## src/sv/tqec_pkg.sv

```systemverilog
// ----------------------------------------------------------------------------
// Thrust to ESC command package
// Widths, register indexes, reset values and the per-stage item types shared
// by the front end, the square-root cells, the divider cells and the top level.
// ----------------------------------------------------------------------------
package tqec_pkg;

   // Port widths.
   localparam int FORCE_W = 24;
   localparam int VOLT_W  = 16;
   localparam int COEF_W  = 32;
   localparam int CMD_W   = 16;
   localparam int IDX_W   = 3;

   // Register indexes on the configuration port.
   localparam logic [IDX_W-1:0] REG_COEF_QUAD        = 3'd0;
   localparam logic [IDX_W-1:0] REG_COEF_LIN         = 3'd1;
   localparam logic [IDX_W-1:0] REG_COEF_VOLT_OFFSET = 3'd2;
   localparam logic [IDX_W-1:0] REG_COEF_VOLT_LIN    = 3'd3;
   localparam logic [IDX_W-1:0] REG_COEF_CONST       = 3'd4;

   // Register reset values.
   localparam logic [COEF_W-1:0] RST_COEF_QUAD        = 32'd23329500;
   localparam logic [COEF_W-1:0] RST_COEF_LIN         = 32'hFF3CAEEC;
   localparam logic [COEF_W-1:0] RST_COEF_VOLT_OFFSET = 32'hFFFE42EB;
   localparam logic [COEF_W-1:0] RST_COEF_VOLT_LIN    = 32'd623586;
   localparam logic [COEF_W-1:0] RST_COEF_CONST       = 32'd1554252;

   // Internal datapath widths.
   localparam int BN_W    = 49;   // linear term B and constant term K
   localparam int WIDE_W  = 100;  // discriminant before the sign check
   localparam int DISC_W  = 98;   // non-negative discriminant
   localparam int ROOT_W  = 49;   // square root, one cell per bit
   localparam int NUM_W   = 72;   // offset numerator of the final division
   localparam int DEN_W   = 46;   // 10000 times the magnitude of a
   localparam int OFF_W   = 61;   // a times 10000 times 2^14
   localparam int REM_W   = 62;   // divider partial remainder
   localparam int Q_W     = 16;   // divider quotient, one cell per bit

   // Scale constants.
   localparam logic [13:0] PWM_UNIT  = 14'd10000;
   localparam logic [27:0] PWM_OFFSET = 28'd163840000;

   localparam logic signed [CMD_W-1:0] CMD_MAX = 16'sh7FFF;
   localparam logic signed [CMD_W-1:0] CMD_MIN = 16'sh8000;

   // Item travelling along the square-root cells.
   typedef struct packed {
      logic                     valid;
      logic                     zero;   // result forced to zero
      logic                     inval;  // no real root, or a is zero
      logic [DISC_W-1:0]        rem;
      logic [ROOT_W-1:0]        root;
      logic signed [BN_W-1:0]   bn;
   } sq_type;

   // Item travelling along the divider cells.
   typedef struct packed {
      logic              valid;
      logic              zero;
      logic              inval;
      logic              sat_hi;
      logic              sat_lo;
      logic [REM_W-1:0]  rem;
      logic [Q_W-1:0]    quo;
   } dv_type;

endpackage

```

## src/sv/tqec_sqrt_cell.sv

```systemverilog
// ----------------------------------------------------------------------------
// Thrust to ESC command square-root cell
// Decides one bit of the integer square root by trial subtraction and hands
// the item on to the next cell.
// ----------------------------------------------------------------------------
module tqec_sqrt_cell #(
   parameter int CELL_BIT = 0
) (
   input  logic              clock,
   input  logic              reset,
   input  logic              enable,
   input  tqec_pkg::sq_type  cell_in,
   output tqec_pkg::sq_type  cell_out
);
   import tqec_pkg::*;

   logic [DISC_W-1:0] trial;
   sq_type            cell_in_next;
   sq_type            cell_ff;

   // Growing the root by this bit costs 2^(b+1)*root + 2^(2b).
   always_comb begin
      trial = (DISC_W'(cell_in.root) << (CELL_BIT + 1)) | (DISC_W'(1) << (2 * CELL_BIT));
      cell_in_next = cell_in;
      if (cell_in.rem >= trial) begin
         cell_in_next.rem            = cell_in.rem - trial;
         cell_in_next.root[CELL_BIT] = 1'b1;
      end
   end

   always_ff @(posedge clock) begin
      if (reset) begin
         cell_ff.valid <= 1'b0;
      end else if (enable) begin
         cell_ff <= cell_in_next;
      end
   end

   assign cell_out = cell_ff;

endmodule

```

## config.mk

```make
export PLATFORM = sky130hd
export DESIGN_NAME = tqec_sqrt_cell
export DESIGN_NICKNAME = d
export VERILOG_FILES = /design/src/sv/tqec_pkg.sv /design/src/sv/tqec_sqrt_cell.sv
export SDC_FILE = /design/constraint.sdc
export NUM_CORES = 1
export LEC_CHECK = 0
export BUFFER_PORTS_ARGS = -buffer_cell sky130_fd_sc_hd__buf_2
export CORE_AREA = 2 2 174 176
export CTS_CLUSTER_SIZE = 10
export DETAILED_ROUTE_END_ITERATION = 10
export DIE_AREA = 0 0 176 178
export GPL_ROUTABILITY_DRIVEN = 0
export PLACE_DENSITY_LB_ADDON = 0.1
export SYNTH_ARGS = -nofsm -noshare
export SYNTH_HDL_FRONTEND = slang
export SYNTH_SLANG_ARGS = --single-unit
```

## constraint.sdc

```tcl
create_clock -name clock -period 12.7 [get_ports clock]
set_input_delay 2.54 -clock clock [delete_from_list [all_inputs] [get_ports clock]]
set_output_delay 2.54 -clock clock [all_outputs]
set_load 0.1 [all_outputs]
```

# Word-level counts from Yosys, hierarchy flattened

Cells that the tools add are included.

$add $sub $neg: 1
Magnitude comparators: 1
Multiplexer cells: 1
Bitwise operators: 1
Reductions and logical operators: 1

Operators by type and width:

| cell             | number |
|---|---|
| $ge 98x50->1     | 1 |
| $mux 98          | 1 |
| $sub 98x50->98   | 1 |
| $reduce_and 2->1 | 1 |
| $not 1->1        | 1 |

Flip-flop bits (word level): 199
Input bits: 202
Output and inout port bits: 199
Logic and storage cells: 12

# Longest topological paths before layout

Gate-level depths: netlist of run 1.

Word-level depth: 2
Mapped depth: 14
Gate-level depth less buffers: 12

# Worst setup path before layout of run 1

No wires, ideal clock.

Path type: input port to flip-flop
From: input reset
To: register cell_ff (netlist bit cell_out[0]) (enable)
Library setup time: 0.786 ns
Arrival time: 11.304 ns
Required time: 11.914 ns
Slack: 0.609 ns
Stages: 1
Path buffers: 0
Path through: nor2b_1

Cells in the longest elaborated chain, start to end: 2

Ends and longest elaborated chain:

| element                    | RTL line             | RTL |
|---|---|---|
| start, declared            | tqec_sqrt_cell.sv:10 | `input logic reset,` |
| $not 1->1 (no line)        | --                   |  |
| $reduce_and 2->1 (no line) | --                   |  |
| end signal, assigned       | tqec_sqrt_cell.sv:35 | `cell_ff <= cell_in_next;` |
| end, declared              | tqec_sqrt_cell.sv:19 | `sq_type cell_ff;` |

No other way between the ends.
A chain may end at the register's enable or synchronous reset.

==> results_tabular.tex, run 1 <==
\begin{tabular}{lr}
\hline
Metric & Value \\
\hline
\multicolumn{2}{l}{\textbf{CTS}} \\
\quad Clk sinks & 199 \\
\quad Number of buffers inserted to repair setup after CTS & 0 \\
\quad Post-CTS Hold Fix Bufs & 0 \\
\quad Number of buffers on the longest clock path & 2 \\
\quad Post-CTS sizing & 0 \\
\quad Post-CTS clock slew at the launch and capture registers of the worst setup and hold paths & 0.08 ns \\
\quad Clock tree from TritonCTS & yes \\
\quad CTS H-tree lvls & 4 \\
\quad Buffer cell driving the clock tree root & clkbuf\_16 \\
\quad TritonCTS Buffers & 17 \\
\quad Clock insertion delay at the later pin of the skew report & 0.45 ns \\
\multicolumn{2}{l}{\textbf{Pwr}} \\
\quad Pleak & 5.89 nW \\
\quad Pwr/cell area & 148 mW/mm\^{}2 \\
\quad Power, Total & 2.07 mW \\
\quad Maximum resistive drop on vdd & 0.0000813 V \\
\multicolumn{2}{l}{\textbf{Yosys}} \\
\quad Net Count, Synth & 1269 \\
\quad Most area-hungry cell type in the Yosys netlist & edfxtp\_1 \\
\quad Netlist area before placement & 0.0110 mm\^{}2 \\
\quad Count of mapped cells out of synthesis & 1016 \\
\quad Number of distinct library cells after synthesis & 64 \\
\quad Commonest register cell after synthesis & edfxtp\_1 \\
\quad Fraction of the yosys area taken by sequential cells & 54.1\% \\
\quad Cells taking the most area after synthesis & edfxtp\_1, ha\_1, a21oi\_1 \\
\quad Seq cells post-synth & 199 \\
\quad Yosys warns & 0 \\
\quad Number of flops mapped to enable cells by yosys & 198 \\
\quad Synth top area share & 54.0\% \\
\quad Mean Syn Cell Area & 10.8 um\^{}2 \\
\quad Async S/R FF share, synth & 0\% \\
\multicolumn{2}{l}{\textbf{Timing}} \\
\quad Worst clock skew & 0 ns \\
\quad Max-slew headroom & 33.7\% \\
\quad Min Tclk post-route & 6.07 ns \\
\quad Final Cycle Share & 47.8\% \\
\quad Setup violation total in the final timing report & 0 \\
\quad Setup\_tns & 0 ns \\
\quad Worst-case setup margin in the final layout & 6.63 ns \\
\quad Peak Freq & 165 MHz \\
\quad Measured slew at the worst slew-check pin & 0.994 ns \\
\quad Final hold viol count & 0 \\
\quad Final hold slack & 0.495 ns \\
\quad RSZ-0062 raised after global routing & false \\
\quad Final number of max-transition violations & 0 \\
\multicolumn{2}{l}{\textbf{Cells and area}} \\
\quad Final cell utilization of the core & 47.4\% \\
\quad Layout-stage area growth over the synthesis result & 26.6\% \\
\quad Ant. Diodes & 0 \\
\quad Layout filler cell count & 2839 \\
\quad Area occupied by registers & 0.00597 mm\^{}2 \\
\quad Nets@finish & 1647 \\
\quad Number of flip-flops in the largest register & 199 \\
\quad Area taken by multi-input logic gates & 0.00461 mm\^{}2 \\
\quad Layout cells sized above 1 & 32.3\% \\
\multicolumn{2}{l}{\textbf{Setup path}} \\
\quad Worst setup SP type & input port \\
\quad Top fanout value on the critical path & 93 \\
\quad Critical Path End Type & flip-flop \\
\quad Data required time of the worst path & 12.88 ns \\
\quad CP Class & in -> reg \\
\quad Crit path DAT & 6.25 ns \\
\multicolumn{2}{l}{\textbf{Drt}} \\
\quad Total wirelength of the detailed-routed design & 33900 um \\
\quad DRC violation count after routing & 0 \\
\quad Routed vias & 9281 \\
\quad Drt wl/cell & 18.8 um \\
\quad Number of nets with antenna violations after routing & 0 \\
\quad 1st-iter DRT viols & 497 \\
\quad Number of detailed-route iterations in the first pass & 5 \\
\quad Avg Vias per Cell & 5.16 \\
\multicolumn{2}{l}{\textbf{Global routing}} \\
\quad Number of antenna violations at the first check in global routing & 0 \\
\quad Vias in the first global route & 8835 \\
\quad Total grt overflow & 0 \\
\quad Aggregate global-route resource usage & 21.1\% \\
\quad Wire length of the first global-routing pass & 50200 um \\
\quad Pin count of the biggest net entering global routing & 94 \\
\multicolumn{2}{l}{\textbf{Floorplan}} \\
\quad Die extent in y & 178 um \\
\quad Cell row count & 63 \\
\quad Core outline area & 0.0294 mm\^{}2 \\
\quad Starting density of the core & 37.5\% \\
\quad I/O pins & 401 \\
\quad Chip Width & 176 um \\
\quad Area of the die & 0.0313 mm\^{}2 \\
\multicolumn{2}{l}{\textbf{Job}} \\
\quad Max-cap violations & 0 \\
\multicolumn{2}{l}{\textbf{Worst hold path}} \\
\quad Hold/Removal Path Class & reg -> reg \\
\multicolumn{2}{l}{\textbf{Placed design}} \\
\quad Pre-CTS setup slack & 6.17 ns \\
\quad Placed wire-length estimate & 26400 um \\
\quad PortBufs & 400 \\
\multicolumn{2}{l}{\textbf{Outcome}} \\
\quad Run status & complete, no violations \\
\hline
\end{tabular}
cells in the final DEF, fill, tap and decap left out, types with 3 or more instances in the layout:
cell	n
o2111ai_1	3
inv_8	5
nor3_1	27
a21oi_1	104
and3_1	6
nand4b_1	3
a211oi_1	8
nand2_1	66
ha_1	50
o21a_1	5
or3_1	13
or2_2	5
xnor2_1	43
xor2_1	51
nor2b_1	6
nand3_1	19
buf_2	400
or4_1	6
nand2b_1	5
edfxtp_1	198
clkbuf_16	17
o21bai_1	13
o31ai_1	4
o211ai_1	10
buf_4	5
o21ai_0	37
nand4_1	27
nor2_1	97
inv_1	61
a221oi_1	4
nor4_1	27
a21o_1	26
a31oi_1	3
layer usage:
layer	global-route usage, %	share of wire [%]	up-vias
li1	-	-	4525
met3	5.50	8.3	15
met1	28.1	44	4354
met2	34.6	46	387
met5	0	0	-
met4	4.48	0.89	0
power by group:
part           leakage [nW]  switching, mW  internal, mW  total [mW]
registers              1.87         0.0123         0.788       0.800
logic                  3.72          0.547         0.141       0.689
clock network         0.296          0.276         0.300       0.577
total                  5.89          0.836          1.23        2.07
final timing paths:
path	startpoint	cells past startpoint	end	slack [ns]
worst max-delay path	cell_in[98]	12	cell_out[152]$_DFFE_PP_	6.63
worst min-delay path	cell_out[198]$_SDFFE_PP0P_	2	cell_out[198]$_SDFFE_PP0P_	0.50
worst max register to register	cell_out[198]$_SDFFE_PP0P_	2	cell_out[198]$_SDFFE_PP0P_	12.13
worst min register to register	cell_out[198]$_SDFFE_PP0P_	2	cell_out[198]$_SDFFE_PP0P_	0.50
cells in the mapped netlist (3+ instances only):
cell / instances
and3_1: 6
clkbuf_1: 35
nand4b_1: 3
a221oi_1: 4
ha_1: 50
nor4_1: 27
a21oi_1: 104
or4_1: 6
o2111ai_1: 3
nor3_1: 27
o21bai_1: 13
o31ai_1: 4
a31oi_1: 3
edfxtp_1: 198
inv_1: 61
buf_2: 5
xor2_1: 51
o21ai_0: 37
a211oi_1: 8
o211ai_1: 10
a21o_1: 26
nand3_1: 19
nand2b_1: 5
xnor2_1: 43
o21a_1: 5
nor2_1: 97
nand2_1: 67
or2_2: 5
nor2b_1: 7
nand4_1: 27
or3_1: 13
buf_6: 6
worst max-delay path: stages:
cell and delay [ns]:
buf_2 0.13, inv_1 0.06, fa_1 0.39, nand2b_1 0.19, a211oi_1 0.33, o211ai_1 0.23, a211oi_1 0.47, o2111ai_1 0.31
nand2_4 0.81, nand2b_1 0.20, nor4b_1 0.45, xor2_1 0.12
cells by family (layout without fill, tap and decap cells):
logic type / count (synthesis) / count (layout) / share of synthesized area (%)
simple gates: 324 / 324 / 14.8
flops: 199 / 199 / 54.1
compound gates: 238 / 238 / 13.3
buf+inv: 107 / 498 / 4.11
mux: 3 / 3 / 0.284
xor+xnor: 94 / 94 / 7.47
fa+ha+maj: 51 / 51 / 5.86
stage by stage:
step / instance area [um^2] / cells
after detailed placement: 13300 / 1765
after floorplan: 11000 / 1016
after CTS: 13900 / 1797
final: 13900 / 1797
after global placement: 13300 / 1765
after global routing: 13900 / 1797
area by class of cell:
| type | instances | area share [%] |
|---|---|---|
| multi-input combinational | 710 | 33.1 |
| inverter | 61 | 1.64 |
| sequential | 199 | 42.8 |
| timing repair buffer | 405 | 14.6 |
| clock buffer | 17 | 3.05 |
| tap | 390 | 3.50 |
| clock inverter | 15 | 1.35 |
No activity file was read; power rests on OpenSTA's default activity.
==> inputs of run 2 (changes only) <==
Clock period 12.7 ns to 4.9 ns, I/O delays scaled along.
==> results_tabular.tex, run 2 (same netlist as run 1, synthesis figures left out) <==
\begin{tabular}{lr}
\hline
Metric & Value \\
\hline
\multicolumn{2}{l}{\textbf{Outcome}} \\
\quad Run status & complete, no violations \\
\multicolumn{2}{l}{\textbf{Timing}} \\
\quad Max-slew headroom & 34.8\% (+1.1 points) \\
\quad Measured slew at the worst slew-check pin & 0.977 ns (-0.0170 ns) \\
\quad Min Tclk post-route & 4.43 ns \\
\quad Final Cycle Share & 90.3\% \\
\quad Peak Freq & 226 MHz \\
\quad Setup violation total in the final timing report & 0 (unchanged) \\
\quad Final hold viol count & 0 (unchanged) \\
\quad Worst clock skew & 0 ns (unchanged) \\
\quad Final hold slack & 0.505 ns (+0.0101 ns) \\
\quad Final number of max-transition violations & 0 (unchanged) \\
\quad RSZ-0062 raised after global routing & false \\
\multicolumn{2}{l}{\textbf{Drt}} \\
\quad Number of detailed-route iterations in the first pass & 5 (unchanged) \\
\quad Drt wl/cell & 18.5 um (-1.8\%) \\
\quad Total wirelength of the detailed-routed design & 33500 um (-1.1\%) \\
\quad 1st-iter DRT viols & 576 (+16\%) \\
\quad Avg Vias per Cell & 5.10 (-1.2\%) \\
\quad DRC violation count after routing & 0 (unchanged) \\
\quad Number of nets with antenna violations after routing & 0 (unchanged) \\
\quad Routed vias & 9236 (-0.48\%) \\
\multicolumn{2}{l}{\textbf{Setup path}} \\
\quad Cells along the critical path & buf\_2 > inv\_1 > fa\_1 > nand2b\_1 > a211oi\_1 > o211ai\_1 > a211oi\_1 > o2111ai\_1 > a211oi\_1 > nand4b\_2 > or3\_1 > xnor2\_1 \\
\quad Maximum single-stage delay on the critical path & 0.50 ns (-0.31 ns) \\
\quad Top fanout value on the critical path & 9 (-90\%) \\
\quad Launching point of the worst reg2reg path & cell\_out[198]\$\_SDFFE\_PP0P\_ \\
\quad Source of the critical timing path & cell\_in[98] \\
\quad Worst setup SP type & input port \\
\quad CP Class & in -> reg \\
\quad Slowest-stage cell, CP & a211oi\_1 \\
\quad Buf/Inv on CP & 2 (unchanged) \\
\quad Largest delay share family, worst path & compound AO/OA/AOI/OAI gates \\
\quad Data required time of the worst path & 5.10 ns (-7.78 ns) \\
\quad Crit-path most repeated cell & a211oi\_1 \\
\quad Critical Path End Type & flip-flop \\
\quad Crit path DAT & 4.63 ns (-1.62 ns) \\
\multicolumn{2}{l}{\textbf{Pwr}} \\
\quad Pwr/cell area & 376 mW/mm\^{}2 (+150\%) \\
\quad Maximum resistive drop on vdd & 0.000206 V (+150\%) \\
\quad Pleak & 5.95 nW (+1.1\%) \\
\quad Power, Total & 5.29 mW (+160\%) \\
\multicolumn{2}{l}{\textbf{Cells and area}} \\
\quad Layout cells sized above 1 & 32.8\% (+0.55 points) \\
\quad Final cell utilization of the core & 47.8\% (+0.40 points) \\
\quad Ant. Diodes & 0 (unchanged) \\
\quad Number of flip-flops in the largest register & 199 (unchanged) \\
\quad Nets@finish & 1660 (+0.79\%) \\
\quad Post-route cell area & 0.0141 mm\^{}2 (+0.84\%) \\
\quad Commonest non-fill, non-tap cell in the layout & buf\_2 \\
\quad Layout-stage area growth over the synthesis result & 27.7\% \\
\quad Highest-count cells in the layout ignoring fill and taps & buf\_2, edfxtp\_1, a21oi\_1 \\
\quad Layout filler cell count & 2906 (+2.4\%) \\
\multicolumn{2}{l}{\textbf{Worst hold path}} \\
\quad Hold/Removal Path Class & reg -> reg \\
\quad Min-Delay Startpoint & cell\_out[198]\$\_SDFFE\_PP0P\_ \\
\multicolumn{2}{l}{\textbf{CTS}} \\
\quad Post-CTS clock slew at the launch and capture registers of the worst setup and hold paths & 0.08 ns (about the same) \\
\quad Clk sinks & 199 (unchanged) \\
\quad Number of buffers inserted to repair setup after CTS & 0 (unchanged) \\
\quad TritonCTS Buffers & 17 (unchanged) \\
\quad Buffer cell driving the clock tree root & clkbuf\_16 \\
\quad CTS H-tree lvls & 4 (unchanged) \\
\quad Clock insertion delay at the later pin of the skew report & 0.44 ns (about the same) \\
\quad Post-CTS sizing & 0 (unchanged) \\
\quad Clock tree from TritonCTS & yes \\
\quad Number of buffers on the longest clock path & 2 (unchanged) \\
\quad Post-CTS Hold Fix Bufs & 0 (unchanged) \\
\multicolumn{2}{l}{\textbf{Job}} \\
\quad Max-cap violations & 0 (unchanged) \\
\multicolumn{2}{l}{\textbf{Floorplan}} \\
\quad Area of the die & 0.0313 mm\^{}2 (unchanged) \\
\quad Die extent in y & 178 um (unchanged) \\
\quad Cell row count & 63 (unchanged) \\
\quad Core outline area & 0.0294 mm\^{}2 (unchanged) \\
\quad Chip Width & 176 um (unchanged) \\
\quad I/O pins & 401 (unchanged) \\
\quad Starting density of the core & 37.5\% (unchanged) \\
\multicolumn{2}{l}{\textbf{Placed design}} \\
\quad PortBufs & 400 (unchanged) \\
\quad Placed wire-length estimate & 26500 um (+0.27\%) \\
\quad Placed instance area & 0.0135 mm\^{}2 (+1.1\%) \\
\multicolumn{2}{l}{\textbf{Global routing}} \\
\quad Total grt overflow & 0 (unchanged) \\
\quad Wire length of the first global-routing pass & 49700 um (-0.89\%) \\
\quad Pin count of the biggest net entering global routing & 61 (-35\%) \\
\quad Vias in the first global route & 8974 (+1.6\%) \\
\quad Number of antenna violations at the first check in global routing & 4 (+4) \\
\quad Aggregate global-route resource usage & 20.8\% (-0.29 points) \\
\hline
\end{tabular}
run 2: area by class of cell:
type / count / area, um^2 / share of cell area (%)
flip-flops and latches: 199 / 5970 / 42.4
repair buffers: 418 / 2190 / 15.5
clock buffers: 17 / 425 / 3.02
clock inverters: 15 / 158 / 1.12
well taps: 390 / 488 / 3.47
multi-input cells: 710 / 4610 / 32.8
inverters: 61 / 229 / 1.63
run 2: where the power goes:
part	switching [mW]	internal [mW]	total, mW	leakage, nW
sequential	0.0299	2.04	2.07	1.87
combinational	1.42	0.374	1.79	3.80
clock	0.740	0.686	1.43	0.283
total	2.19	3.10	5.29	5.95
run 2: final timing paths:
path / end / slack [ns] / depth (start not counted)
max: cell_out[183]$_DFFE_PP_ / 0.47 / 12
min: cell_out[198]$_SDFFE_PP0P_ / 0.51 / 2
max reg2reg: cell_out[198]$_SDFFE_PP0P_ / 4.31 / 2
min reg2reg: cell_out[198]$_SDFFE_PP0P_ / 0.51 / 2
run 2: tightest hold or removal path: stages (launching register included):
cell,delay [ns]
dfxtp_1,0.33
mux2i_1,0.07
nor2_1,0.07
run 2: through the flow:
step,TNS [ns],cells,worst slack (ns)
final,0,1810,0.474
after global routing,0,1810,0.199
after CTS,0,1810,0.475
after detailed placement,-0.0182,1778,-0.0182
after global placement,0,1778,0.0849
after floorplan,0,1016,0.521
run 2: routing by layer:
layer | vias up | track usage [%] | routed length [um]
li1 | 4550 | - | -
met1 | 4318 | 28.3 | 15400
met2 | 325 | 32.6 | 15000
met3 | 35 | 5.65 | 2440
met4 | 8 | 5.79 | 595
met5 | - | 0 | 50
