===== config.mk =====
export PLATFORM = sky130hd
export DESIGN_NAME = tqec_div_cell
export DESIGN_NICKNAME = d
export VERILOG_FILES = /design/src/sv/tqec_pkg.sv /design/src/sv/tqec_div_cell.sv
export SDC_FILE = /design/constraint.sdc
export NUM_CORES = 1
export LEC_CHECK = 0
export BUFFER_PORTS_ARGS = -buffer_cell sky130_fd_sc_hd__buf_2
export CAP_MARGIN = 20
export CORE_UTILIZATION = 44
export DETAILED_ROUTE_END_ITERATION = 7
export PLACE_DENSITY_LB_ADDON = 0.05
export SETUP_SLACK_MARGIN = 0.5
export SLEW_MARGIN = 20
export SYNTH_ARGS = -nofsm -noshare
export SYNTH_HDL_FRONTEND = slang
export SYNTH_SLANG_ARGS = --single-unit

===== constraint.sdc =====
create_clock -name clock -period 7.77 [get_ports clock]
set_clock_uncertainty 0.15 [all_clocks]
set_input_delay 1.554 -clock clock [delete_from_list [all_inputs] [get_ports clock]]
set_output_delay 1.554 -clock clock [all_outputs]
set_load 0.1 [all_outputs]

===== src/sv/tqec_pkg.sv =====
// ----------------------------------------------------------------------------
// Thrust to ESC command package
// Widths, register indexes, reset values and the per-stage item types shared
// by the front end, the square-root cells, the divider cells and the top level.
// ----------------------------------------------------------------------------
package tqec_pkg;

   // Port widths.
   localparam int FORCE_W = 24;
   localparam int VOLT_W  = 16;
   localparam int COEF_W  = 32;
   localparam int CMD_W   = 16;
   localparam int IDX_W   = 3;

   // Register indexes on the configuration port.
   localparam logic [IDX_W-1:0] REG_COEF_QUAD        = 3'd0;
   localparam logic [IDX_W-1:0] REG_COEF_LIN         = 3'd1;
   localparam logic [IDX_W-1:0] REG_COEF_VOLT_OFFSET = 3'd2;
   localparam logic [IDX_W-1:0] REG_COEF_VOLT_LIN    = 3'd3;
   localparam logic [IDX_W-1:0] REG_COEF_CONST       = 3'd4;

   // Register reset values.
   localparam logic [COEF_W-1:0] RST_COEF_QUAD        = 32'd23329500;
   localparam logic [COEF_W-1:0] RST_COEF_LIN         = 32'hFF3CAEEC;
   localparam logic [COEF_W-1:0] RST_COEF_VOLT_OFFSET = 32'hFFFE42EB;
   localparam logic [COEF_W-1:0] RST_COEF_VOLT_LIN    = 32'd623586;
   localparam logic [COEF_W-1:0] RST_COEF_CONST       = 32'd1554252;

   // Internal datapath widths.
   localparam int BN_W    = 49;   // linear term B and constant term K
   localparam int WIDE_W  = 100;  // discriminant before the sign check
   localparam int DISC_W  = 98;   // non-negative discriminant
   localparam int ROOT_W  = 49;   // square root, one cell per bit
   localparam int NUM_W   = 72;   // offset numerator of the final division
   localparam int DEN_W   = 46;   // 10000 times the magnitude of a
   localparam int OFF_W   = 61;   // a times 10000 times 2^14
   localparam int REM_W   = 62;   // divider partial remainder
   localparam int Q_W     = 16;   // divider quotient, one cell per bit

   // Scale constants.
   localparam logic [13:0] PWM_UNIT  = 14'd10000;
   localparam logic [27:0] PWM_OFFSET = 28'd163840000;

   localparam logic signed [CMD_W-1:0] CMD_MAX = 16'sh7FFF;
   localparam logic signed [CMD_W-1:0] CMD_MIN = 16'sh8000;

   // Item travelling along the square-root cells.
   typedef struct packed {
      logic                     valid;
      logic                     zero;   // result forced to zero
      logic                     inval;  // no real root, or a is zero
      logic [DISC_W-1:0]        rem;
      logic [ROOT_W-1:0]        root;
      logic signed [BN_W-1:0]   bn;
   } sq_type;

   // Item travelling along the divider cells.
   typedef struct packed {
      logic              valid;
      logic              zero;
      logic              inval;
      logic              sat_hi;
      logic              sat_lo;
      logic [REM_W-1:0]  rem;
      logic [Q_W-1:0]    quo;
   } dv_type;

endpackage


===== src/sv/tqec_div_cell.sv =====
// ----------------------------------------------------------------------------
// Thrust to ESC command divider cell
// Decides one quotient bit of the restoring division by the scaled quadratic
// coefficient and hands the item on to the next cell.
// ----------------------------------------------------------------------------
module tqec_div_cell #(
   parameter int CELL_BIT = 0
) (
   input  logic                          clock,
   input  logic                          reset,
   input  logic                          enable,
   input  logic [tqec_pkg::DEN_W-1:0]    den,
   input  tqec_pkg::dv_type              cell_in,
   output tqec_pkg::dv_type              cell_out
);
   import tqec_pkg::*;

   logic [REM_W-1:0] den_sh;
   dv_type           cell_in_next;
   dv_type           cell_ff;

   // Subtract the shifted divisor when it fits.
   always_comb begin
      den_sh = REM_W'(den) << CELL_BIT;
      cell_in_next = cell_in;
      if (cell_in.rem >= den_sh) begin
         cell_in_next.rem           = cell_in.rem - den_sh;
         cell_in_next.quo[CELL_BIT] = 1'b1;
      end
   end

   always_ff @(posedge clock) begin
      if (reset) begin
         cell_ff.valid <= 1'b0;
      end else if (enable) begin
         cell_ff <= cell_in_next;
      end
   end

   assign cell_out = cell_ff;

endmodule


== Word-level counts from Yosys, hierarchy flattened ==
Cells that the tools add are included.
W data, S select, Z words.

* Multiplexer cells: 1
* Bitwise gates (word level): 1
* Reduce and logical (&&, ||, !) cells: 1
* Magnitude comparators: 1
* $add $sub $neg: 1

{| class="wikitable"
|+ Operators with widths
! kind !! count
|-
| $ge A62 B46 Y1 || 1
|-
| $mux W62 || 1
|-
| $sub A62 B46 Y62 || 1
|-
| $reduce_and A2 Y1 || 1
|-
| $not A1 Y1 || 1
|}

* Register bits: 83
* Output and inout port bits: 83
* Bits of input ports: 132

== Logic depth before layout (Yosys ltp) ==
Gate-level depths: netlist of the first run.

* Depth in word-level cells: 2
* Depth in mapped cells: 13
* Depth with buffers taken out: 12

== Worst setup path before layout of the first run ==
No wires, ideal clock.

* Kind: input -> register
* Start: input reset
* End: register cell_ff, in the netlist cell_out[0] (enable)
* Stages: 1
* Path buffers: 0
* Required time: 7086 ps
* Arrival: 5209 ps
* Path slack: 1877 ps
* Cells stage by stage: nor2b_1

* Longest elaborated chain between the ends: 2

{| class="wikitable"
|+ RTL lines
! what !! line !! text
|-
| start, declared || tqec_div_cell.sv:10 || <nowiki>input logic reset,</nowiki>
|-
| $not A1 Y1 (no source line) || - ||
|-
| $reduce_and A2 Y1 (no source line) || - ||
|-
| end signal, assigned || tqec_div_cell.sv:36 || <nowiki>cell_ff <= cell_in_next;</nowiki>
|-
| end, declared || tqec_div_cell.sv:20 || <nowiki>dv_type cell_ff;</nowiki>
|}

Every way passes these cells.
A chain may end at the register's enable or synchronous reset.

==> impl_metrics.ini, run 1 <==
[run_status]
status = finished clean

[global_route]
antenna_found_initial = 0
grt_pass1_wl_um = 28000
grt_start_max_net_pins = 83
overflow = 0
globalRouteTotalUtil_pct = 23.7
grt_pass1_vias = 5899

[yosys]
synth.area.top_cells = edfxtp_1 38%, ha_1 8.9%, a21oi_1 7.7%
synth_top_family_by_area = simple AND/OR/NAND/NOR gates
synth_top_area_share_pct = 38.2
async_reset_ff_share_pct = 0
synthMuxAreaShare_pct = 1.65
synthXorXnorAreaFrac_pct = 7.75
ys.flop_type = edfxtp_1
synth_area_mm2 = 0.00644
synth_compound_area_share_pct = 18.5
synth_nets = 903
synth_top_area_cell = edfxtp_1
syn_avg_cell_area_um2 = 8.90
yosysUniqueCellTypes = 67
yosys.area_share.simple_pct = 19.2
synth-edff-count = 82
synth-warning-count = 0
seq_area_frac_synth_pct = 38.5
synthAdderAreaFrac_pct = 9.24
ys_seq_elements = 83
netlist_instances = 724

[floorplan]
die_w_um = 123
ios = 215
core_area_mm2 = 0.0141
fp.dieH_um = 123
rows = 43
start_util_pct = 45.7
die_area_mm2 = 0.0151

[worst_setup_path]
critPathRequiredTime_ns = 7.72
regToRegSetupSlack_ns = 7.02
reg2reg_depth = 2
start_kind = input port
crit_type = input port to flop
path_buf_inv = 3
cp_slowest_cell = nand2_2
cp_max_fo = 49
crit_path_max_incr_delay_ns = 0.65
path_cells = buf_2, inv_1, ha_1, fa_1, nand2b_1, a21oi_1, o211ai_1, a21oi_1, o21ai_0, nand2_2, buf_4, mux2_2
r2r-start = cell_out[82]
crit_start = cell_in[16]
path_delay_family = compound AO/OA/AOI/OAI gates
endpoint_kind = flop
r2r-end = cell_out[82]
critPathArrivalTime_ns = 5.06
cpMostUsedCell = a21oi_1

[sta]
fmax_mhz = 196
tns_ns = 0
relSlewSlack_pct = 29.8
grt_setup_unrepaired = no
period_share_pct = 65.7
setup_slack_ns = 2.67
worst_pin_slew_ns = 1.05
finalSetupViolCount = 0
min_period_ns = 5.10
drv_slew = 0
hold_ws_ns = 0.370
hold_violations = 0

[pwr]
swShare_pct = 41.7
internal-power_mw = 0.977
ir_worst_vdd_v = 0.0000922
power_frac_clock_pct = 25.7
power.switching_mw = 0.700
p_per_area_mw_per_mm2 = 212
leakage_nw = 3.48
pwr-share-seq_pct = 33.4
comb_power_share_pct = 40.9

[hold_path]
whs_endpoint = cell_out[82]
hold_path_class = flop to flop
hp-start = cell_out[82]
whs_path_depth = 2

[final_layout]
register_area_mm2 = 0.00248
fin_cells = 1114
nFillCells = 1345
multi_input_area_mm2 = 0.00364
areaGrowthSynthToFinish_pct = 22.9
largest_reg_flops = 83
drive_gt1_share_pct = 27.7
layout.nets = 1108
antenna_cells = 0
final_area_mm2 = 0.00792

[placement]
hpwlAfterDp_um = 14000
place.gp.congestion = 0.861
placed_area_mm2 = 0.00763
place_inst = 1098
portBuffers = 214
post-place-ws_ns = 2.29

[route]
dr.pass1.iters = 5
via_per_inst = 5.49
post-route-drc-count = 0
wl_um = 17700
final_antenna_net_count = 0
drt_iter0_markers = 429
vias = 6118
wl_per_cell_um = 15.9

[cts]
htreeDepth = 3
clk_path_buf_depth = 2
postCtsHoldBufs = 0
cts_tree = done
cts.sinks = 83
clock_latency_ns = 0.35
root_buffer = clkbuf_16
post_cts_buffers = 0
path_clk_slew_ns = 0.06
cts_resized = 0
cts-buffers-inserted = 9

[run]
max_cap_violations = 0
## cells by family (layout without fill, tap and decap cells)
kind of cell             Yosys count  in the layout
AO/OA/AOI/OAI                    199            199
XOR/XNOR                          57             57
adder cells (fa/ha/maj)           47             47
buffers and inverters             74            284
flip-flops                        83             83
multiplexers                       9              9
AND/OR/NAND/NOR                  255            255
## final cells by class
class,count,area share [%]
timing repair buffer,216,13.7
clock buffer,10,2.89
sequential,83,31.3
inverter,52,2.46
tap,180,2.84
clock inverter,6,0.821
multi-input combinational,567,45.9
## metal layers
| metal | routed length [um] | track usage [%] |
|---|---|---|
| met5 | 0 | 0 |
| met4 | 292 | 7.38 |
| met3 | 1220 | 4.24 |
| met2 | 8370 | 41.1 |
| met1 | 7840 | 30.0 |
## worst reg2reg max path, stage by stage, from the launching register on
cell and delay, ns:
dfxtp_1 0.31, mux2i_1 0.12, nor2_1 0.06
## cell usage after synthesis, types with 3 or more instances
master / instances
and3_1: 3
o21bai_1: 6
clkbuf_1: 9
nand4_1: 19
a21o_1: 12
nand2_1: 61
nor2b_1: 6
xnor2_1: 38
buf_6: 5
buf_2: 6
o211ai_1: 6
xor2_1: 19
a211oi_1: 7
and4_1: 3
nor3b_1: 3
or3_1: 6
nor4_1: 4
nand2b_1: 7
o31ai_1: 5
nor3_1: 19
a21oi_1: 99
o21ai_0: 36
ha_1: 46
edfxtp_1: 82
nand3_1: 18
or2_2: 5
inv_1: 52
mux2_2: 5
nor2_1: 86
## layout by cell type, fill, tap and decap left out, drive strengths merged, types with 3 or more instances in the layout
| master | Yosys | final |
|---|---|---|
| a211oi | 9 | 9 |
| a21boi | 4 | 4 |
| a21o | 12 | 12 |
| a21oi | 99 | 99 |
| and3 | 3 | 3 |
| and4 | 3 | 3 |
| buf | 13 | 216 |
| clkbuf | 9 | 10 |
| clkinvlp | 0 | 3 |
| edfxtp | 82 | 82 |
| ha | 46 | 46 |
| inv | 52 | 53 |
| mux2 | 7 | 7 |
| nand2 | 62 | 62 |
| nand2b | 7 | 7 |
| nand3 | 19 | 19 |
| nand4 | 19 | 19 |
| nor2 | 87 | 87 |
| nor2b | 6 | 6 |
| nor3 | 20 | 20 |
| nor3b | 3 | 3 |
| nor4 | 4 | 4 |
| o211ai | 7 | 7 |
| o21a | 3 | 3 |
| o21ai | 38 | 38 |
| o21bai | 6 | 6 |
| o31ai | 5 | 5 |
| or2 | 5 | 5 |
| or3 | 7 | 7 |
| xnor2 | 38 | 38 |
| xor2 | 19 | 19 |
## through the flow
step	utilization [%]	power [mW]
global route	56.2	1.75
CTS	56.2	1.68
global placement	54.1	1.24
detailed placement	54.1	1.25
finish	56.2	1.68
floorplan	-	1.11
## power groups by stage
stage	Sequential, mW	Combinational, mW	Clock (mW)
after floorplan	0.865	0.248	0
after global placement	0.569	0.675	0
after detailed placement	0.570	0.681	0
after CTS	0.561	0.683	0.439
after global routing	0.565	0.731	0.454
final	0.561	0.685	0.430
## worst max-delay path by stage
stage,to,depth (start not counted)
CTS,cell_out[19],12
finish,cell_out[19],12
global route,cell_out[25],12
detailed placement,cell_out[19],12
floorplan,cell_out[0],1
global placement,cell_out[19],12
Note: power is estimated with default switching activity, not from simulation.
==> run 2: changes to the inputs <==
clock period = 5.07 ns   (was 7.77 ns; I/O delays follow)
==> run 2 against run 1 <==
  * Worst setup slack worse by 1.6 ns
  * Flip-flop and latch count unchanged
  * Non-clock buffer count up 4
  * Hold slack got worse by 0.028 ns
  * Largest power group unchanged
==> impl_metrics.ini, run 2 (synthesized netlist as in run 1, its figures left out) <==
[final_layout]
final_cell_mix = 214 x buf_2, 99 x a21oi_1, 86 x nor2_1
register_area_mm2 = 0.00248
final_area_mm2 = 0.00799
antenna_cells = 0
nFillCells = 1339
layout.nets = 1112
drive_gt1_share_pct = 28.0
multi_input_area_mm2 = 0.00364
layout_commonest_cell = buf_2
areaGrowthSynthToFinish_pct = 24.0
largest_reg_flops = 83

[route]
wl_per_cell_um = 16.2
post-route-drc-count = 0
via_per_inst = 5.40
final_antenna_net_count = 0
wl_um = 18100
dr.pass1.iters = 5
drt_iter0_markers = 312
vias = 6039

[sta]
hold_ws_ns = 0.342
finalSetupViolCount = 0
drv_slew = 0
relSlewSlack_pct = 53.8
hold_violations = 0
min_period_ns = 4.05
fmax_mhz = 247
tns_ns = 0
period_share_pct = 79.9
grt_setup_unrepaired = no
worst_pin_slew_ns = 0.687

[cts]
cts_tree = done
cts_resized = 0
root_buffer = clkbuf_16
cts-buffers-inserted = 9
clk_path_buf_depth = 2
clock_latency_ns = 0.35
cts.sinks = 83
postCtsHoldBufs = 0
post_cts_buffers = 0
path_clk_slew_ns = 0.06
htreeDepth = 3

[placement]
placed_area_mm2 = 0.00767
portBuffers = 214
hpwlAfterDp_um = 14500
place.gp.congestion = 0.886

[worst_setup_path]
critPathRequiredTime_ns = 5.01
crit_start = cell_in[16]
endpoint_kind = flop
cp_max_fo = 49
r2r-start = cell_out[82]
crit_path_max_incr_delay_ns = 0.41
critPathArrivalTime_ns = 4.00
regToRegSetupSlack_ns = 4.35
cpMostUsedCell = a21oi_1
reg2reg_depth = 2
crit_type = input port to flop
path_cells = buf_2, inv_1, ha_1, fa_1, nand2b_1, a21oi_1, o211ai_1, a21oi_1, o21ai_0, nand2_2, buf_12, mux2_2
start_kind = input port
cp_slowest_cell = fa_1
endpoint = cell_out[25]
r2r-end = cell_out[82]

[global_route]
antenna_found_initial = 0
overflow = 0
globalRouteTotalUtil_pct = 24.4
grt_pass1_vias = 5877
grt_start_max_net_pins = 50
grt_pass1_wl_um = 28400

[pwr]
ir_worst_vdd_v = 0.000157
leakage_nw = 3.52
p_per_area_mw_per_mm2 = 322
power_mw = 2.57

[run_status]
status = finished clean

[floorplan]
ios = 215
die_w_um = 123
die_area_mm2 = 0.0151
start_util_pct = 45.7
core_area_mm2 = 0.0141
fp.dieH_um = 123
rows = 43

[hold_path]
hold_path_class = flop to flop
hp-start = cell_out[82]

[run]
max_cap_violations = 0
[run 2: changes by cell type in the layout (fill, tap and decap cells not counted), sizes merged]
cell,before,now
clkbuf,10,11
buf,216,220
clkinvlp,3,0
clkinv,1,3
[run 2: critical path, delay by kind of cell]
kind | cells | cell delay (ns)
mux | 1 | 0.37
compound gates | 4 | 0.98
fa+ha+maj | 2 | 0.61
buf+inv | 3 | 0.40
simple gates | 2 | 0.57
[run 2: power by group]
| part | switching [mW] | total, mW | internal, mW |
|---|---|---|---|
| Combinational | 0.780 | 1.06 | 0.276 |
| Sequential | 0.0164 | 0.860 | 0.844 |
| Clock | 0.272 | 0.653 | 0.381 |
| Total | 1.07 | 2.57 | 1.50 |
[run 2: through the flow]
step	setup slack [ns]	utilization (%)	instances
finish	1.02	56.7	1118
global route	0.741	56.7	1118
CTS	1.02	56.5	1117
detailed placement	0.661	54.4	1101
global placement	0.751	54.4	1101
floorplan	1.30	-	724
[run 2: cell type report]
cell class / instances / share of cell area [%]
multi-input combinational: 567 / 45.5
sequential: 83 / 31.1
timing repair buffer: 220 / 14.5
clock buffer: 11 / 2.91
tap: 180 / 2.82
inverter: 52 / 2.44
clock inverter: 5 / 0.674
[run 2: per-layer routing]
| layer | up-vias | wire [um] | track usage [%] |
|---|---|---|---|
| li1 | 3047 | - | - |
| met1 | 2788 | 8080 | 30.7 |
| met2 | 187 | 8650 | 41.6 |
| met3 | 17 | 1060 | 4.15 |
| met4 | 0 | 313 | 9.11 |
| met5 | - | 0 | 0 |
[run 2: worst min-delay path by stage]
stage | slack [ns] | to | depth (start not counted)
floorplan | 0.82 | cell_out[82] | 2
global placement | 0.32 | cell_out[82] | 2
detailed placement | 0.33 | cell_out[82] | 2
CTS | 0.34 | cell_out[82] | 2
global route | 0.40 | cell_out[82] | 2
finish | 0.34 | cell_out[82] | 2
==> run 3: changes to the inputs <==
clock period = 3.55 ns   (was 5.07 ns; I/O delays follow)
==> run 3 against run 2 <==
  * Sequential share of layout area fell by 5.0 points
  * Cell count rose by 7.7%
  * Critical endpoint is now cell_out[48]
  * Combinational power rose by 65%
  * Worst setup slack got worse by 0.57 ns
  * Non-clock buffer count rose by 85
  * Critical path depth fell by 1
  * Utilization rose by 11 points
  * Hold slack improved by 0.038 ns
==> impl_metrics.ini, run 3 (synthesized netlist as in run 1, its figures left out) <==
[cts]
cts.sinks = 83
postCtsHoldBufs = 0
path_clk_slew_ns = 0.06
htreeDepth = 3
cts_tree = done
root_buffer = clkbuf_16
clk_path_buf_depth = 2
cts-buffers-inserted = 9
clock_latency_ns = 0.35

[floorplan]
fp.dieH_um = 123
die_area_mm2 = 0.0151
die_w_um = 123
start_util_pct = 45.7
core_area_mm2 = 0.0141
ios = 215
rows = 43

[global_route]
grt_pass1_wl_um = 31000
grt_pass1_vias = 6238
antenna_found_initial = 0
overflow = 0
globalRouteTotalUtil_pct = 26.8
grt_start_max_net_pins = 45

[final_layout]
drive_gt1_share_pct = 44.7
nFillCells = 1159
layout.nets = 1198
final_cell_mix = 210 x buf_2, 82 x edfxtp_1, 77 x buf_4
antenna_cells = 0
final_area_mm2 = 0.00952
layout_commonest_cell = buf_2
multi_input_area_mm2 = 0.00432
final_util_pct = 67.5
register_area_mm2 = 0.00248
largest_reg_flops = 83
areaGrowthSynthToFinish_pct = 47.8

[worst_setup_path]
critPathArrivalTime_ns = 3.06
endpoint_kind = flop
start_kind = input port
path_buf_inv = 1
cp_slowest_cell = or3_4
path_cells = buf_2, ha_4, or3_4, a31oi_4, o21ba_4, nand2_2, or3b_4, a21o_1, a211oi_2, xnor2_1, mux2_4
path_delay_family = simple AND/OR/NAND/NOR gates
critPathRequiredTime_ns = 3.51
cp_max_fo = 3
crit_path_max_incr_delay_ns = 0.40
crit_type = input port to flop

[run_status]
status = finished clean

[sta]
relSlewSlack_pct = 53.3
hold_ws_ns = 0.380
min_period_ns = 3.11
period_share_pct = 87.5
drv_slew = 0
grt_setup_unrepaired = yes
hold_violations = 0
worst_pin_slew_ns = 0.695
fmax_mhz = 322
finalSetupViolCount = 0

[placement]
placed_area_mm2 = 0.00821
hpwlAfterDp_um = 15500
portBuffers = 214
place.gp.congestion = 0.906

[route]
via_per_inst = 5.51
drt_iter0_markers = 459
wl_per_cell_um = 17.7
vias = 6634
wl_um = 21300
dr.pass1.iters = 5
post-route-drc-count = 0
final_antenna_net_count = 0

[pwr]
leakage_nw = 4.09
ir_worst_vdd_v = 0.000242
p_per_area_mw_per_mm2 = 430

[run]
max_cap_violations = 0

[hold_path]
hold_path_class = input port to flop
==> run 3: layout make-up <==
cell class	count	share of cell area, %
Tap cell	180	2.37
Clock buffer	10	2.40
Multi-Input combinational cell	568	45.3
Inverter	52	2.23
Sequential cell	83	26.1
Timing Repair Buffer	305	20.4
Clock inverter	6	1.18
==> run 3: path summary, 6_finish.rpt <==
check                     from            to  slack, ns  depth (start not counted)
setup / recovery   cell_in[33]  cell_out[48]       0.44                         11
hold / removal     cell_in[80]  cell_out[80]       0.38                          1
setup reg to reg  cell_out[82]  cell_out[82]       2.79                          2
hold reg to reg   cell_out[82]  cell_out[82]       0.39                          2
==> run 3: timing repair <==
action / 4_1_cts / 5_1_grt
pin swaps: 21 / 31
gates cloned: 2 / 4
setup buffers: 11 / 23
setup endpoints to repair: 32 / 62
gates resized for setup: 29 / 106
==> run 3: worst reg2reg max path, delay by kind of cell (launching register included) <==
| kind | cells | cell delay [ns] |
|---|---|---|
| flops | 1 | 0.32 |
| simple gates | 1 | 0.06 |
| mux | 1 | 0.12 |
==> run 3: through the flow <==
stage	setup TNS (ns)	worst slack (ns)	instances	total power [mW]
2_1_floorplan	0	0.305	724	2.47
3_3_place_gp	-0.109	-0.0337	1148	2.84
3_5_place_dp	-0.596	-0.128	1148	2.85
4_1_cts	0	0.466	1177	4.00
5_1_grt	0	0.374	1204	4.25
6_report	0	0.444	1204	4.09
==> run 3: where the power goes <==
group	internal, mW	switching [mW]
registers	1.20	0.0222
logic	0.533	1.22
clock network	0.691	0.418
==> run 3: layer usage <==
layer	vias up	wire [um]	share of wire (%)	GRT usage [%]
met5	-	0	0	0
li1	3227	-	-	-
met1	3082	9200	43	34.8
met3	37	1350	6.3	3.83
met4	0	578	2.7	10.8
met2	288	10200	48	44.9
